File: config.mk
export PLATFORM = sky130hd
export DESIGN_NAME = adpcm_frame_decoder
export DESIGN_NICKNAME = d
export VERILOG_FILES = /design/src/rtl/core/adf_pkg.sv /design/src/rtl/core/adf_apb_regs.sv /design/src/rtl/core/adf_sample_dp.sv /design/src/rtl/core/adpcm_frame_decoder.sv
export SDC_FILE = /design/constraint.sdc
export NUM_CORES = 2
export LEC_CHECK = 0
export ABC_CLOCK_PERIOD_IN_PS = 15800
export BUFFER_PORTS_ARGS = -buffer_cell sky130_fd_sc_hd__buf_2
export CAP_MARGIN = 20
export CORE_AREA = 2 2 280 282
export DETAILED_ROUTE_END_ITERATION = 8
export DIE_AREA = 0 0 282 284
export MAX_ROUTING_LAYER = met4
export PLACE_DENSITY = 0.68
export SLEW_MARGIN = 20
export SYNTH_ARGS = -nofsm -noshare
export SYNTH_HDL_FRONTEND = slang
export SYNTH_SLANG_ARGS = --single-unit
File: constraint.sdc
create_clock -name clk -period 15.8 [get_ports clk]
set_input_delay 3.95 -clock clk [delete_from_list [all_inputs] [get_ports clk]]
set_output_delay 3.95 -clock clk [all_outputs]
set_load 0.03 [all_outputs]
File: src/rtl/core/adf_pkg.sv
`default_nettype none

package adf_pkg;

	// Register map: register i sits at byte address 8*i
	localparam int ADDR_W   = 6;
	localparam int DATA_W   = 64;
	localparam int REG_IDX_W = 3;

	typedef enum logic [REG_IDX_W-1:0] {
		REG_COEF_WORD_0     = 3'd0,
		REG_COEF_WORD_1     = 3'd1,
		REG_COEF_WORD_2     = 3'd2,
		REG_COEF_WORD_3     = 3'd3,
		REG_START_HISTORY_1 = 3'd4,
		REG_START_HISTORY_2 = 3'd5
	} reg_idx_t;

	// Frame and arithmetic constants
	localparam int FRAME_POS_W = 3;
	localparam int FRAC_BITS   = 11;
	localparam int HALF_Q11    = 'h400;
	localparam int SAMPLE_MIN  = -32768;
	localparam int SAMPLE_MAX  = 32767;
	localparam int ACC_W       = 34;

	// Sixteen Q11 coefficients, four per 64-bit word
	typedef logic [3:0][DATA_W-1:0] coef_bank_t;

	// Configuration seen by the decoder core
	typedef struct packed {
		coef_bank_t         coef_word;
		logic signed [15:0] start_history_one;
		logic signed [15:0] start_history_two;
	} cfg_t;

endpackage

`default_nettype wire

File: src/rtl/core/adf_apb_regs.sv
`default_nettype none

module adf_apb_regs
	import adf_pkg::*;
(
	input  wire logic              clk,
	input  wire logic              arst_n,
	input  wire logic              psel,
	input  wire logic              penable,
	input  wire logic              pwrite,
	input  wire logic [ADDR_W-1:0] paddr,
	input  wire logic [DATA_W-1:0] pwdata,
	output logic      [DATA_W-1:0] prdata,
	output logic                   pready,
	output cfg_t                   cfg
);

	coef_bank_t         coef_word_q;
	logic signed [15:0] start_h1_q;
	logic signed [15:0] start_h2_q;
	logic               wr_en;
	reg_idx_t           idx;

	assign pready = 1'b1;
	assign wr_en  = psel && penable && pwrite;
	assign idx    = reg_idx_t'(paddr[ADDR_W-1:3]);

	// Write the addressed register; drop writes beyond the map
	always_ff @(posedge clk or negedge arst_n) begin
		if (!arst_n) begin
			coef_word_q <= '0;
			start_h1_q  <= '0;
			start_h2_q  <= '0;
		end else if (wr_en) begin
			case (idx)
				REG_COEF_WORD_0:     coef_word_q[0] <= pwdata;
				REG_COEF_WORD_1:     coef_word_q[1] <= pwdata;
				REG_COEF_WORD_2:     coef_word_q[2] <= pwdata;
				REG_COEF_WORD_3:     coef_word_q[3] <= pwdata;
				REG_START_HISTORY_1: start_h1_q     <= pwdata[15:0];
				REG_START_HISTORY_2: start_h2_q     <= pwdata[15:0];
				default: ;
			endcase
		end
	end

	// Read back the addressed register
	always_comb begin
		case (idx)
			REG_COEF_WORD_0:     prdata = coef_word_q[0];
			REG_COEF_WORD_1:     prdata = coef_word_q[1];
			REG_COEF_WORD_2:     prdata = coef_word_q[2];
			REG_COEF_WORD_3:     prdata = coef_word_q[3];
			REG_START_HISTORY_1: prdata = {{(DATA_W-16){1'b0}}, start_h1_q};
			REG_START_HISTORY_2: prdata = {{(DATA_W-16){1'b0}}, start_h2_q};
			default:             prdata = '0;
		endcase
	end

	assign cfg.coef_word         = coef_word_q;
	assign cfg.start_history_one = start_h1_q;
	assign cfg.start_history_two = start_h2_q;

endmodule

`default_nettype wire

File: src/rtl/core/adf_sample_dp.sv
`default_nettype none

module adf_sample_dp
	import adf_pkg::*;
(
	input  wire coef_bank_t    coef_word,
	input  wire logic [2:0]    coef_select,
	input  wire logic [3:0]    scale_shift,
	input  wire logic [3:0]    nibble,
	input  wire logic signed [15:0] history_one,
	input  wire logic signed [15:0] history_two,
	output logic signed [15:0] sample
);

	localparam logic signed [ACC_W-1:0] ACC_MIN  = ACC_W'(SAMPLE_MIN);
	localparam logic signed [ACC_W-1:0] ACC_MAX  = ACC_W'(SAMPLE_MAX);
	localparam logic signed [ACC_W-1:0] ACC_HALF = ACC_W'(HALF_Q11);

	logic [DATA_W-1:0]         word;
	logic [31:0]               pair;
	logic signed [15:0]        c1;
	logic signed [15:0]        c2;
	logic signed [31:0]        p1;
	logic signed [31:0]        p2;
	logic signed [ACC_W-1:0]   xn;
	logic signed [ACC_W-1:0]   acc;
	logic signed [ACC_W-1:0]   val;

	// Pick the coefficient pair: 2p on history one, 2p+1 on history two
	assign word = coef_word[coef_select[2:1]];
	assign pair = coef_select[0] ? word[63:32] : word[31:0];
	assign c1   = pair[15:0];
	assign c2   = pair[31:16];

	// Predict from history
	assign p1 = c1 * history_one;
	assign p2 = c2 * history_two;

	// Scale the sign-extended nibble into Q11
	assign xn = ({{(ACC_W-4){nibble[3]}}, nibble} <<< scale_shift) <<< FRAC_BITS;

	// Sum with rounding, floor to integer, clamp to 16 bits
	assign acc = xn + ACC_HALF + ACC_W'(p1) + ACC_W'(p2);
	assign val = acc >>> FRAC_BITS;

	always_comb begin
		if (val < ACC_MIN) begin
			sample = 16'sh8000;
		end else if (val > ACC_MAX) begin
			sample = 16'sh7FFF;
		end else begin
			sample = val[15:0];
		end
	end

endmodule

`default_nettype wire

File: src/rtl/core/adpcm_frame_decoder.sv
`default_nettype none

// Channel    | Dir | Handshake              | Payload
// s_axis     | in  | tvalid / tready        | tdata[7:0] data_byte, tuser block_start/load
// m_axis     | out | tvalid / tready        | tdata[15:0] sample, tlast last_of_pair
// apb        | in  | psel / penable, pready | 64-bit registers at byte address 8*i
//
// A header byte only loads the frame state and gives no sample. A data byte
// gives one sample per nibble: each sample runs through the history multiply,
// accumulate and clamp combinationally, and the second sample needs the first
// as its history. The input register takes the next byte in the cycle the
// current one finishes. arst_n clears history, frame position and registers.
// A stall on m_axis holds the current sample; the input side stalls once its
// register is full.

module adpcm_frame_decoder
	import adf_pkg::*;
(
	input  wire logic              clk,
	input  wire logic              arst_n,

	input  wire logic              s_axis_tvalid,
	output logic                   s_axis_tready,
	input  wire logic [7:0]        s_axis_tdata,   // [7:0] data_byte
	input  wire logic [1:0]        s_axis_tuser,   // [0] block_start, [1] load_history

	output logic                   m_axis_tvalid,
	input  wire logic              m_axis_tready,
	output logic [15:0]            m_axis_tdata,   // [15:0] sample
	output logic                   m_axis_tlast,   // last_of_pair

	input  wire logic              psel,
	input  wire logic              penable,
	input  wire logic              pwrite,
	input  wire logic [ADDR_W-1:0] paddr,
	input  wire logic [DATA_W-1:0] pwdata,
	output logic      [DATA_W-1:0] prdata,
	output logic                   pready
);

	cfg_t                   cfg;

	logic                   valid_s1;
	logic [7:0]             byte_s1;
	logic                   start_s1;
	logic                   load_s1;

	logic                   phase_q;
	logic [FRAME_POS_W-1:0] pos_q;
	logic [3:0]             scale_q;
	logic [2:0]             sel_q;
	logic signed [15:0]     h1_q;
	logic signed [15:0]     h2_q;

	logic                   out_valid_q;
	logic [15:0]            out_data_q;
	logic                   out_last_q;

	logic                   is_hdr;
	logic                   out_free;
	logic                   emit;
	logic                   consume;
	logic [3:0]             nibble;
	logic signed [15:0]     sample;
	logic                   accept;

	adf_apb_regs u_regs (
		.clk     (clk),
		.arst_n  (arst_n),
		.psel    (psel),
		.penable (penable),
		.pwrite  (pwrite),
		.paddr   (paddr),
		.pwdata  (pwdata),
		.prdata  (prdata),
		.pready  (pready),
		.cfg     (cfg)
	);

	// Sequencing of the byte held in the input register
	assign is_hdr        = start_s1 || (pos_q == '0);
	assign out_free      = !out_valid_q || m_axis_tready;
	assign emit          = valid_s1 && !is_hdr && out_free;
	assign consume       = valid_s1 && (is_hdr || (out_free && phase_q));
	assign s_axis_tready = !valid_s1 || consume;
	assign accept        = s_axis_tvalid && s_axis_tready;
	assign nibble        = phase_q ? byte_s1[3:0] : byte_s1[7:4];

	adf_sample_dp u_dp (
		.coef_word   (cfg.coef_word),
		.coef_select (sel_q),
		.scale_shift (scale_q),
		.nibble      (nibble),
		.history_one (h1_q),
		.history_two (h2_q),
		.sample      (sample)
	);

	// Input register: hold the request until its work is done
	always_ff @(posedge clk or negedge arst_n) begin
		if (!arst_n) begin
			valid_s1 <= 1'b0;
		end else if (accept) begin
			valid_s1 <= 1'b1;
		end else if (consume) begin
			valid_s1 <= 1'b0;
		end
	end

	always_ff @(posedge clk) begin
		if (accept) begin
			byte_s1  <= s_axis_tdata;
			start_s1 <= s_axis_tuser[0];
			load_s1  <= s_axis_tuser[1];
		end
	end

	// Frame and filter state: header loads, samples advance history
	always_ff @(posedge clk or negedge arst_n) begin
		if (!arst_n) begin
			phase_q <= 1'b0;
			pos_q   <= '0;
			scale_q <= '0;
			sel_q   <= '0;
			h1_q    <= '0;
			h2_q    <= '0;
		end else if (valid_s1 && is_hdr) begin
			scale_q <= byte_s1[3:0];
			sel_q   <= byte_s1[6:4];
			pos_q   <= FRAME_POS_W'(1);
			phase_q <= 1'b0;
			if (start_s1 && load_s1) begin
				h1_q <= cfg.start_history_one;
				h2_q <= cfg.start_history_two;
			end
		end else if (emit) begin
			h2_q    <= h1_q;
			h1_q    <= sample;
			phase_q <= !phase_q;
			if (phase_q) begin
				pos_q <= pos_q + FRAME_POS_W'(1);
			end
		end
	end

	// Result register: advance on a free slot, hold while stalled
	always_ff @(posedge clk or negedge arst_n) begin
		if (!arst_n) begin
			out_valid_q <= 1'b0;
		end else if (emit) begin
			out_valid_q <= 1'b1;
		end else if (m_axis_tready) begin
			out_valid_q <= 1'b0;
		end
	end

	always_ff @(posedge clk) begin
		if (emit) begin
			out_data_q <= sample;
			out_last_q <= phase_q;
		end
	end

	assign m_axis_tvalid = out_valid_q;
	assign m_axis_tdata  = out_data_q;
	assign m_axis_tlast  = out_last_q;

endmodule

`default_nettype wire

# Yosys cells after proc, flatten, opt, wreduce, memory -nomap -nowiden
# Index checks and enable logic that the tools add are counted.
[word_totals]
register_bits = 360
latchBits = 0
mem_bits_rw = 0
romBits = 0
input_bits = 87
output_inout_bits = 84
wordCells = 88
n_memories = 0
[classes]
n_addsub = 4
multipliers = 2
n_div = 0
order_cmp = 3
eq_ne = 6
n_shift = 1
muxes = 22
n_bitwise = 0
reduce_logical = 31
[ops]
columns = ["operator", "count"]
rows = [
  ["$pmux W64 S6", 1],
  ["$bmux W64 S2", 1],
  ["$mux W16", 8],
  ["$add A34 B32 Y34", 2],
  ["$mul A16 B16 Y32", 2],
  ["$mux W64", 1],
  ["$add A34 B12 Y34 const B", 1],
  ["$sshl A34 B4 Y23", 1],
  ["$mux W32", 1],
  ["$gt A23 B16 Y1 const B", 1],
  ["$lt A23 B16 Y1 const B", 1],
  ["$reduce_and A2 Y1", 8],
  ["$logic_and A1 B1 Y1", 9],
  ["$mux W3", 3],
  ["$reduce_bool A2 Y1", 4],
  ["$eq A3 B2 Y1 const B", 2],
  ["$eq A3 B3 Y1 const B", 2],
  ["$logic_not A3 Y1", 2],
  ["$mux W1", 6],
  ["$logic_not A1 Y1", 4],
  ["$logic_or A1 B1 Y1", 4],
  ["$mux W4", 1],
  ["$add A3 B1 Y3 const B", 1],
  ["$eq A3 B1 Y1 const B", 1],
  ["other kinds (2)", 2],
]

# Depth between registers and ports, before layout
[logic_depth]
ltp_word = 11
mapped_depth = 35
mapped_depth_nobuf = 32

# Cells and area by module
# Synthesis repeated with hierarchy kept, for this count alone.
[hier_totals]
hier_cells = 3541
area_unflattened_um2 = 39834.5
[modules_own_cells]
columns = ["mod", "instances", "cells_per_inst", "area_per_inst_um2", "seq_area_each_um2"]
rows = [
  ["adf_sample_dp", 1, 2467, 23770.3, 0.0],
  ["adf_apb_regs", 1, 852, 13116.3, 7206.9],
  ["adpcm_frame_decoder", 1, 222, 2947.8, 1936.9],
]

# Least setup slack after synthesis
# No wires, ideal clock.
[synth_path]
path_type = "reg-to-reg"
startpoint = "reg sel_q[1]"
endpoint = "reg h1_q[10]"
setup_ps = 80
arrival_ps = 9778
t_required_ps = 15720
slack_ps = 5942
stages_incl_launch_ff = 36
path_buffers = 6
synth_period_minus_slack_ps = 9858
cell_sequence = "dfrtp_1 > buf_6 > buf_6 > buf_1 > mux4_2 > mux2_2 > clkbuf_1 > nand2_1 > inv_1 > fa_1 > inv_1 > fa_1 > inv_1 > fa_1 > inv_1 > fa_1 > inv_1 > fa_1 > fa_1 > fa_1 > inv_1 > fa_1 > inv_1 > ha_1 > clkbuf_1 > a21oi_1 > o21ai_0 > a211o_1 > a311oi_1 > o31ai_4 > a221oi_2 > xor2_2 > o41a_4 > nand2b_4 > buf_6 > o22ai_2"
[synth_between]
elab_chain_len = 11
word_cells_on_any_way = 13
cone_classes = "add/sub (2); mul (2); order compare (2); mux (7)"
[synth_rtl]
columns = ["item", "line_no", "source"]
rows = [
  ["start: declaration", "adpcm_frame_decoder.sv:51", "logic [2:0] sel_q;"],
  ["start signal: assignment", "adpcm_frame_decoder.sv:129", "sel_q <= byte_s1[6:4];"],
  ["$bmux W64 S2 (*)", "adf_sample_dp.sv:30", "assign word = coef_word[coef_select[2:1]];"],
  ["$mux W64 (not written as such) (*)", "adf_sample_dp.sv:30", ""],
  ["$mux W32 (*)", "adf_sample_dp.sv:31", "assign pair = coef_select[0] ? word[63:32] : word[31:0];"],
  ["$mul A16 B16 Y32", "adf_sample_dp.sv:36", "assign p1 = c1 * history_one;"],
  ["$add A34 B32 Y34", "adf_sample_dp.sv:43", "assign acc = xn + ACC_HALF + ACC_W'(p1) + ACC_W'(p2);"],
  ["$add A34 B32 Y34 (*)", "adf_sample_dp.sv:43", ""],
  ["$gt A23 B16 Y1", "adf_sample_dp.sv:49", "end else if (val > ACC_MAX) begin"],
  ["$mux W16", "adf_sample_dp.sv:49", ""],
  ["$mux W16 (*)", "adf_sample_dp.sv:47", "if (val < ACC_MIN) begin"],
  ["$mux W16 (*)", "adpcm_frame_decoder.sv:136", "end else if (emit) begin"],
  ["$mux W16 (*)", "adpcm_frame_decoder.sv:127", "end else if (valid_s1 && is_hdr) begin"],
  ["end signal: assignment", "adpcm_frame_decoder.sv:133", "h1_q <= cfg.start_history_one;"],
  ["end signal: assignment", "adpcm_frame_decoder.sv:138", "h1_q <= sample;"],
  ["end: declaration", "adpcm_frame_decoder.sv:52", "logic signed [15:0] h1_q;"],
]
# Every way passes the cells marked *; elsewhere a longest branch is shown, timed or not. The select of a mux whose other input is x is not followed.
# A chain may end at the register's enable or synchronous reset.

# Worst setup path in the final report
[layout_path]
startpoint = "reg sel_q[1]"
endpoint = "reg out_data_q[2], in the netlist m_axis_tdata[2], data pin"
[layout_between]
elab_chain_len = 9
word_cells_on_any_way = 11
cone_classes = "add/sub (2); mul (2); order compare (2); mux (5)"
[layout_rtl]
columns = ["item", "line_no", "source"]
rows = [
  ["$bmux W64 S2 (*)", "adf_sample_dp.sv:30", ""],
  ["$mux W64 (not written as such) (*)", "adf_sample_dp.sv:30", ""],
  ["$mux W32 (*)", "adf_sample_dp.sv:31", ""],
  ["$mul A16 B16 Y32", "adf_sample_dp.sv:36", ""],
  ["$add A34 B32 Y34", "adf_sample_dp.sv:43", ""],
  ["$add A34 B32 Y34 (*)", "adf_sample_dp.sv:43", ""],
  ["$gt A23 B16 Y1", "adf_sample_dp.sv:49", ""],
  ["$mux W16", "adf_sample_dp.sv:49", ""],
  ["$mux W16 (*)", "adf_sample_dp.sv:47", ""],
  ["named net sample[2]", "adpcm_frame_decoder.sv:64", "logic signed [15:0] sample;"],
  ["end signal: assignment", "adpcm_frame_decoder.sv:159", "out_data_q <= sample;"],
  ["end: declaration", "adpcm_frame_decoder.sv:56", "logic [15:0] out_data_q;"],
]
# Mark *: on every way through the listed nets, which the timed path passes. The rest lies on a longest branch. The select of a mux whose other input is x is not followed.

==> results.md <==
* ANT nets after route at 0
* Die outline width at 282 um
* Max stage delay on crit path at 0.88 ns
* Die Area at 80090 um^2
* Cell variety after synth at 77
* Largest net degree at the start of global routing at 115
* Synth area leader: fa_1
* Post-CTS sizing at 0
* Vias after detailed routing at 26487
* Hold path cells at 2
* Post-Synthesis Cells at 3630
* Synth Area in Adders at 36.90%
* Tcrit/Tclk final at 72.46%
* Post-Synth Simple-Gate Area at 10.95%
* CTS Hold Bufs at 0
* Async SR Flop Fraction at 92.50%
* CTS tree: yes
* R2R Path End: m_axis_tdata[2]
* Final nets at 4553
* Commonest non-fill, non-tap cell in the layout: inv_1
* Placer Congestion at 0.8890
* WL per Instance at 21.76 um
* Number of synthesized flops with an enable pin at 27
* Crit Path Max Fanout at 36
* TritonCTS Buffers at 36
* Share of cells above drive strength 1 at 19.14%
* Hold worst-path end: sel_q[2]
* Grt total ovfl at 0
* Fill count at 6613
* Fmax at 0.08735 GHz
* PortBufs at 166
* Hold path startpoint: byte_s1[6]
* FF/Latch Area at 9150 um^2
* RSZ-0062 raised after global routing: false
* # rows at 102
* Synth Area per Inst at 10.76 um^2
* Most frequent CP cell: fa_1
* Met3 Routed Length at 8.534 mm
* YS warnings at 0
* DRT iter0 DRCs at 1877
* Metal2 WL at 47.85 mm
* CTS Buffer Depth at 3
* Startpoint Class: register
* Main area contributors after synthesis: fa_1 (32%), dfrtp_1 (21%), mux2_2 (9.1%)
* Global-route wire length before repair at 166.2 mm
* WP data arrival at 11.73 ns
* Multi-input logic area at 26650 um^2
* Clock sink count at 360
* Total track usage at 27.77%
* Number of synthesized register bits at 360
* Seq/Total Area, Yosys at 23.41%
* Met1 wire length at 44.40 mm
* Netlist Area Pre-Place at 39060 um^2
* # setup viols final at 0
* Setup TNS Final at 0 ns
* Required time worst endpoint at 16.09 ns
* Main combinational cell family by area after synthesis: adder cells
* Number of placed I/O pins at 171
* Max layer used: met4
* Slew @ Worst Pin at 1.126 ns
* Initial antenna violation count at 17
* Top_reg_cell synth: dfrtp_1
* Worst r2r path cells at 28
* HPWL after detailed placement at 80.08 mm
* Worst clock skew at 0.01690 ns
* Minimum clock period at 11.45 ns
* Max Transition Viols Final at 0
* Vias in the first global route at 28774
* Setup slack, reg-to-reg at 4.35 ns
* Final wirelength at 103.9 mm
* Max-cap viol count at 0
* Critical path's top delay family: adder cells
* Worst slew margin at 24.72%
* Multiplexer share of the synthesized area at 13.24%
* Detailed-route DRC error count at 0
* Most frequent cells in the layout: inv_1 (693), fa_1 (630), nand2_1 (341)
* Area Overhead vs Synth at 7.909%
* Outcome: finished clean
* Crit end category: register
* First-pass DRT Iterations at 7
* Post-Synthesis Net Count at 4491
* Slowest stage cell, crit path: dfrtp_4
* Starting density of the core at 50.76%
* Hold Vio Cnt, Final at 0
* Die Ht at 284 um
* CP bufs+invs at 6
* Post-CTS Setup Bufs at 0
* Area fraction of the dominant cell type after synthesis at 32.29%
* Critical R2R Launch: sel_q[1]
* Stages on the worst setup path at 28
* Synth Area in Compound Gates at 6.054%
* Crit path kind: reg2reg
* H-tree levels at 2
* Clock Pin Slew Worst Setup and Hold Paths at 0.06 ns
* Vias/cell at 5.545
* Worst hold path class: reg2reg
* Root Driver: clkbuf_16
* Clock latency on the worst-skew pair at 0.55 ns
* XOR/XNOR Fraction of Synth Area at 0.8713%
* Core Area at 76960 um^2
## Yosys cell counts (11+ instances only)
| master | n |
|---|---|
| nor2_1 | 114 |
| dfrtp_1 | 333 |
| a21oi_1 | 60 |
| nand4_1 | 12 |
| a22oi_1 | 144 |
| o21ai_0 | 17 |
| nand2_1 | 341 |
| mux4_2 | 63 |
| a31oi_1 | 24 |
| clkbuf_1 | 163 |
| and2_1 | 171 |
| xnor2_1 | 27 |
| mux2i_1 | 16 |
| fa_1 | 630 |
| mux2_2 | 316 |
| inv_1 | 693 |
| edfxtp_1 | 27 |
| a21o_1 | 11 |
| nand3_1 | 31 |
| nand2b_1 | 44 |
| ha_1 | 144 |
| buf_1 | 17 |
| nor2b_1 | 87 |
## state kept, by name, summed over array words and instances (netlist names), 3 cells and up
register and flops:
u_regs.start_h1_q 16, pos_q 3, h1_q 16, h2_q 16
u_regs.cfg 256, byte_s1 8, u_regs.start_h2_q 16, sel_q 3
scale_q 4, m_axis_tdata 16
## tightest hold or removal path, cell delays in order (launching register included)
cell	delay, ns
edfxtp_1	0.36
nand2_1	0.06
nand2_1	0.06
## layer usage
| layer | track usage [%] | vias up |
|---|---|---|
| met3 | 6.430 | 140 |
| met2 | 42.25 | 944 |
| met5 | - | - |
| met1 | 37.29 | 13774 |
| li1 | - | 11629 |
| met4 | 8.112 | 0 |
## cell families (layout without fill, tap and decap cells)
group           count (synthesis)  in the layout
xor+xnor                       38             38
simple gates                  854            854
other cells                     1             18
mux                           398            398
flops                         360            360
compound gates                324            324
buf+inv                       881            971
fa+ha+maj                     774            774
## stage by stage
step	instances	worst slack, ns	utilization (%)	hold WS [ns]	area, um^2
2_1_floorplan	3630	5.942	-	0.4231	39060
3_3_place_gp	4693	4.329	53.11	0.4747	40870
3_5_place_dp	4693	4.253	53.11	0.4797	40870
4_1_cts	4759	4.227	54.67	0.5053	42080
5_1_grt	4775	3.614	54.76	0.5460	42140
6_report	4777	4.352	54.77	0.5040	42150
## worst max-delay path by stage
| stage | startpoint | end |
|---|---|---|
| floorplan | sel_q[1] | h1_q[10] |
| global placement | sel_q[1] | m_axis_tdata[0] |
| detailed placement | sel_q[1] | m_axis_tdata[2] |
| CTS | sel_q[1] | m_axis_tdata[2] |
| global route | sel_q[1] | h1_q[2] |
| finish | sel_q[1] | m_axis_tdata[2] |
## area by class of cell
class / instances / share of cell area (%)
diodes: 17 / 0.1009
inverters: 693 / 6.172
well taps: 1040 / 3.087
clock buffers: 49 / 2.422
repair buffers: 212 / 2.853
flip-flops and latches: 360 / 21.71
multi-input cells: 2389 / 63.23
clock inverters: 17 / 0.4304
Power is not shown: default switching activity piles up to over one toggle a cycle in this logic, so the estimate is an artifact.
